## src/rtl/core/tba_pkg.sv

```systemverilog
// Shared types and constants of the tangent basis accumulator.
`default_nettype none
package tba_pkg;

  typedef logic signed [63:0] wide_t;
  typedef logic signed [15:0] q14_t;
  typedef logic signed [31:0] q16_t;

  localparam logic OP_CORNER = 1'b0;
  localparam logic OP_READ   = 1'b1;

  localparam logic KIND_TRI  = 1'b0;
  localparam logic KIND_READ = 1'b1;

  localparam int ENTRY_W = 63;
  localparam int COMP_W  = 21;

  typedef struct packed {
    logic done;
    q14_t o0;
    q14_t o1;
    q14_t o2;
  } norm_rsp_t;

endpackage
`default_nettype wire

```

## src/rtl/core/tba_norm.sv

```systemverilog
// Iterative 3-vector normalizer: shift, square-sum, root, divide.
`default_nettype none
module tba_norm (
  input  wire logic            clk,
  input  wire logic            rst_n,
  input  wire logic            start,
  input  wire tba_pkg::wide_t  c0,
  input  wire tba_pkg::wide_t  c1,
  input  wire tba_pkg::wide_t  c2,
  output tba_pkg::norm_rsp_t   rsp
);
  import tba_pkg::*;

  typedef enum logic [6:0] {
    N_IDLE  = 7'b0000001,
    N_SHIFT = 7'b0000010,
    N_SQ    = 7'b0000100,
    N_SQRT  = 7'b0001000,
    N_DLOAD = 7'b0010000,
    N_DIV   = 7'b0100000,
    N_DONE  = 7'b1000000
  } nstate_t;

  nstate_t     st_r;
  logic [63:0] a_r [3];
  logic [2:0]  neg_r;
  logic [63:0] prod_r;
  logic [63:0] sum_r;
  logic [63:0] x_r;
  logic [63:0] root_r;
  logic [4:0]  j_r;
  logic [1:0]  sk_r;
  logic [1:0]  k_r;
  logic [3:0]  i_r;
  logic [47:0] rem_r;
  logic [15:0] quo_r;
  q14_t        o_r [3];
  logic        done_r;

  logic [63:0] m;
  logic [63:0] bitv;
  logic [63:0] trial;
  logic [47:0] dsh;
  logic [47:0] num;
  logic [31:0] sqa;
  logic [15:0] qn;

  function automatic logic [63:0] mag64(input wide_t v);
    mag64 = v[63] ? 64'(-v) : 64'(v);
  endfunction

  always_comb begin
    m = a_r[0];
    if (a_r[1] > m) m = a_r[1];
    if (a_r[2] > m) m = a_r[2];
    bitv  = 64'(1) << {j_r, 1'b0};
    trial = root_r + bitv;
    dsh   = {16'b0, root_r[31:0]} << i_r;
    num   = {4'b0, a_r[k_r][29:0], 14'b0} + {17'b0, root_r[31:1]};
    sqa   = a_r[sk_r][31:0];
    qn    = {quo_r[14:0], (rem_r >= dsh)};
  end

  always_ff @(posedge clk) begin
    if (!rst_n) begin
      st_r   <= N_IDLE;
      done_r <= 1'b0;
    end else begin
      done_r <= (st_r == N_DONE);
      case (st_r)
        N_IDLE: begin
          if (start) begin
            a_r[0] <= mag64(c0);
            a_r[1] <= mag64(c1);
            a_r[2] <= mag64(c2);
            neg_r  <= {c2[63], c1[63], c0[63]};
            st_r   <= N_SHIFT;
          end
        end
        N_SHIFT: begin
          if (m == 64'b0) begin
            for (int k = 0; k < 3; k++) o_r[k] <= '0;
            st_r <= N_DONE;
          end else if (m[63:38] != '0) begin
            for (int k = 0; k < 3; k++) a_r[k] <= a_r[k] >> 8;
          end else if (m[63:30] != '0) begin
            for (int k = 0; k < 3; k++) a_r[k] <= a_r[k] >> 1;
          end else if (m[63:21] == '0) begin
            for (int k = 0; k < 3; k++) a_r[k] <= a_r[k] << 8;
          end else if (m[63:29] == '0) begin
            for (int k = 0; k < 3; k++) a_r[k] <= a_r[k] << 1;
          end else begin
            sk_r  <= 2'd0;
            sum_r <= '0;
            st_r  <= N_SQ;
          end
        end
        N_SQ: begin
          // square one component per cycle, add the previous square
          if (sk_r != 2'd3) prod_r <= sqa * sqa;
          if (sk_r != 2'd0) sum_r <= sum_r + prod_r;
          if (sk_r == 2'd3) begin
            x_r    <= sum_r + prod_r;
            root_r <= '0;
            j_r    <= 5'd31;
            st_r   <= N_SQRT;
          end else begin
            sk_r <= sk_r + 2'd1;
          end
        end
        N_SQRT: begin
          if (x_r >= trial) begin
            x_r    <= x_r - trial;
            root_r <= (root_r >> 1) + bitv;
          end else begin
            root_r <= root_r >> 1;
          end
          if (j_r == 5'd0) begin
            k_r  <= 2'd0;
            st_r <= N_DLOAD;
          end else begin
            j_r <= j_r - 5'd1;
          end
        end
        N_DLOAD: begin
          rem_r <= num;
          quo_r <= '0;
          i_r   <= 4'd15;
          st_r  <= N_DIV;
        end
        N_DIV: begin
          if (rem_r >= dsh) rem_r <= rem_r - dsh;
          quo_r <= qn;
          if (i_r == 4'd0) begin
            o_r[k_r] <= neg_r[k_r] ? q14_t'(-qn) : q14_t'(qn);
            if (k_r == 2'd2) begin
              st_r <= N_DONE;
            end else begin
              k_r  <= k_r + 2'd1;
              st_r <= N_DLOAD;
            end
          end else begin
            i_r <= i_r - 4'd1;
          end
        end
        N_DONE: begin
          st_r <= N_IDLE;
        end
        default: st_r <= N_IDLE;
      endcase
    end
  end

  assign rsp.done = done_r;
  assign rsp.o0   = o_r[0];
  assign rsp.o1   = o_r[1];
  assign rsp.o2   = o_r[2];
endmodule
`default_nettype wire

```

## config.mk

```make
export PLATFORM = sky130hd
export DESIGN_NAME = tba_norm
export DESIGN_NICKNAME = d
export VERILOG_FILES = /design/src/rtl/core/tba_pkg.sv /design/src/rtl/core/tba_norm.sv
export SDC_FILE = /design/constraint.sdc
export NUM_CORES = 2
export LEC_CHECK = 0
export BUFFER_PORTS_ARGS = -buffer_cell sky130_fd_sc_hd__buf_2
export CORE_ASPECT_RATIO = 1.2
export CORE_MARGIN = 3
export CORE_UTILIZATION = 30
export CTS_CLUSTER_DIAMETER = 60
export CTS_CLUSTER_SIZE = 10
export DETAILED_ROUTE_END_ITERATION = 10
export PLACE_DENSITY_LB_ADDON = 0.3
export RECOVER_POWER = 100
export SLEW_MARGIN = 40
export SYNTH_ARGS = -nofsm -noshare
export SYNTH_HDL_FRONTEND = slang
export SYNTH_SLANG_ARGS = --single-unit
```

## constraint.sdc

```tcl
create_clock -name clk -period 19.8 [get_ports clk]
set_clock_uncertainty 0.2 [all_clocks]
set_input_delay 0.99 -clock clk [delete_from_list [all_inputs] [get_ports clk]]
set_output_delay 0.99 -clock clk [all_outputs]
set_load 0.01 [all_outputs]
```

==> results.sh <==
export IMPL_die_h_microns=572.8
export IMPL_worst_setup_path_start_kind="flip-flop"
export IMPL_path_clk_slew_ns=0.06
export IMPL_antenna_found_initial=31
export IMPL_synth_area_sq_mm=0.08032
export IMPL_dp_hpwl_mm=228.6
export IMPL_final_cell_area_sq_mm=0.08769
export IMPL_wl_per_cell_microns=23.31
export IMPL_drive_gt1_frac=0.05767
export IMPL_cts_root_buf="clkbuf_16"
export IMPL_via_count=68850
export IMPL_yosysSeqAreaShare=0.2176
export IMPL_ys_ff_latch=586
export IMPL_synth_cells=9102
export IMPL_fill_cells=27930
export IMPL_synth_cell_types=89
export IMPL_die_area_sq_mm=0.2740
export IMPL_synth_ff_type="edfxtp_1"
export IMPL_violations="capacitance limit, slew limit"
export IMPL_worst_slack_ns=5.581
export IMPL_cts_buffer_depth=3
export IMPL_met3_usage=0.03522
export IMPL_insertion_delay_ns=0.72
export IMPL_status="complete, but fails checks"
export IMPL_grtUsageTotal=0.2100
export IMPL_finalMaxSlewViolations=1409
export IMPL_grt_ovfl_total=0
export IMPL_crit_type="reg2reg"
export IMPL_dp_cells=12580
export IMPL_rsz0062_at_grt="false"
export IMPL_place_congestion=0.9405
export IMPL_cts_sinks=586
export IMPL_drt_iter0_drc=6528
export IMPL_dp_slack_ns=9.073
export IMPL_antenna_left=0
export IMPL_crit_path_end_kind="flip-flop"
export IMPL_setup_viol=0
export IMPL_grt_max_degree=194
export IMPL_port_buffers=243
export IMPL_grtUsageMet2=0.3409
export IMPL_hold_path_class="reg2reg"
export IMPL_period_share=0.7181
export IMPL_maxCapViolCount=28
export IMPL_yosysWarnings=0
export IMPL_synth_avg_cell_area_sq_um=8.825
export IMPL_vias_per_cell=5.411
export IMPL_grt_pass1_vias=70030
export IMPL_post_cts_setup_buffers=0
export IMPL_final_hold_viol_count=0
export IMPL_slew_headroom=-1.643
export IMPL_htreeDepth=3
export IMPL_crit_required_ns=20.12
export IMPL_hold_buffers=0
export IMPL_ctsResizeCount=0
export IMPL_final_min_clock_period_ns=14.22
export IMPL_drt_total_wl_mm=296.6
export IMPL_crit_path_max_fanout=67
export IMPL_cts_tree="done"
export IMPL_fmax_ghz=0.07033
export IMPL_synth_edf_count=574
export IMPL_placed_cell_area_sq_mm=0.08549
export IMPL_start_util=0.3023
export IMPL_area_delta_synth_final_pct=9.172
export IMPL_use_met1=0.2831
export IMPL_cp_arrival_ns=14.54
export IMPL_synthesis_nets=10770
export IMPL_final_cells=12730
export IMPL_numCtsBuffers=80
export IMPL_core_sq_mm=0.2657
export IMPL_nNetsFinal=10780
export IMPL_drt_pass1_iterations=8
export IMPL_drc=0
export IMPL_tns_ns=0
export IMPL_rows=207
export IMPL_fp_dieW_microns=478.4
export IMPL_synth_async_reset_ratio=0
export IMPL_grt_most_used_layer="met2"
export IMPL_io_pins=244
export IMPL_worst_pin_slew_ns=3.965
export IMPL_grt_pass1_wl_mm=443.8
critical path, cell delays in order (launching register included):
cell and delay [ns]:
edfxtp_1 0.71, inv_1 0.25, ha_1 0.35, nand4_1 0.12, nor4_1 0.42, a22oi_1 0.16
a31oi_1 0.25, a2111oi_0 0.10, clkbuf_1 0.23, nor2_4 0.15, clkbuf_1 1.63, mux2i_1 0.68
ha_1 0.51, nand4_1 0.12, nor3_1 0.62, nand4_1 0.29, nor3_1 0.26, a31oi_1 0.14
or2_0 0.53, o31ai_1 1.10, nand2_1 0.11, nor2_1 1.41, clkbuf_1 2.80, a221oi_1 0.42
a21oi_1 0.36
final cells by class:
class	count	area, sq um	area share
clock inverter	36	342.8	0.003910
inverter	1157	4344	0.04954
clock buffer	93	2051	0.02339
timing repair buffer	373	2127	0.02426
tap	3553	4446	0.05070
antenna	17	42.54	0.0004851
multi-input combinational	6910	56860	0.6484
sequential	586	17480	0.1993
path summary, 6_finish.rpt:
kind	cells past startpoint	endpoint	slack, ns	startpoint
setup / recovery	24	a_r[1][31]	5.58	a_r[0][26]
hold / removal	1	sk_r[0]	0.41	sk_r[0]
setup reg to reg	24	a_r[1][31]	5.58	a_r[0][26]
hold reg to reg	1	sk_r[0]	0.41	sk_r[0]
cell families (layout without fill, tap and decap cells):
group	Yosys count	after routing	synth area share
AND/OR/NAND/NOR	2564	2564	0.1433
AO/OA/AOI/OAI	2051	2051	0.1620
buffers and inverters	1606	1659	0.07625
adder cells (fa/ha/maj)	1472	1472	0.3050
flip-flops	586	586	0.2176
XOR/XNOR	571	571	0.06226
multiplexers	252	252	0.03365
other	0	17	0
cells in the final DEF, fill, tap and decap left out, drive strengths merged, types with 54 or more instances in the layout:
master	n
nor3	101
a22oi	54
nand4	83
edfxtp	574
a21o	127
o211ai	83
a211oi	191
o31ai	78
nor2	919
a21oi	576
xnor2	237
nor4	84
ha	662
inv	1159
a31oi	86
mux2i	225
buf	292
o21a	73
nand2	868
o21bai	62
clkbuf	174
and2	63
o21ai	483
xor2	334
fa	810
a221oi	59
nand2b	62
nand3	122
Yosys cell counts (63+ instances only):
library cell  number  share of area
nor4_1            81         0.0063
clkbuf_1         328          0.015
fa_1             810           0.20
a211oi_1         190          0.018
o31ai_1           75         0.0070
a31oi_1           86         0.0067
nand2_1          868          0.041
o21a_1            73         0.0068
nor2_1           919          0.043
a21o_1           126          0.012
nand4_1           83         0.0065
o21ai_0          451          0.028
a21oi_1          575          0.036
inv_1           1148          0.054
nor3_1           101         0.0063
mux2i_1          225          0.028
o211ai_1          83         0.0078
edfxtp_1         574           0.21
and2_1            63         0.0049
xor2_1           334          0.036
xnor2_1          237          0.026
ha_1             662           0.10
nand3_1          122         0.0076
layer usage:
layer  vias up  routed length (microns)
li1      31370                        -
met1     34200                   127000
met2      2756                   136300
met3       497                    22990
met4        26                    10130
met5         -                      173
stage by stage:
step	utilization	hold WS, ns
after floorplan	-	0.2828
after global placement	0.3210	0.3825
after detailed placement	0.3217	0.3941
after CTS	0.3307	0.3660
after global routing	0.3299	0.4196
final	0.3300	0.4069
flip-flops by register name (all words and copies together) (netlist names), 3 cells and up, named ones only:
signal and count:
neg_r 3, rem_r 48, i_r 4, x_r 64, a_r 192, o_r 48
j_r 5, st_r 7, prod_r 63, quo_r 15, sum_r 64, root_r 64
Power is left out: the tool's default activity adds up to more than one toggle a clock period on the data nets, which glitch-free logic cannot reach.
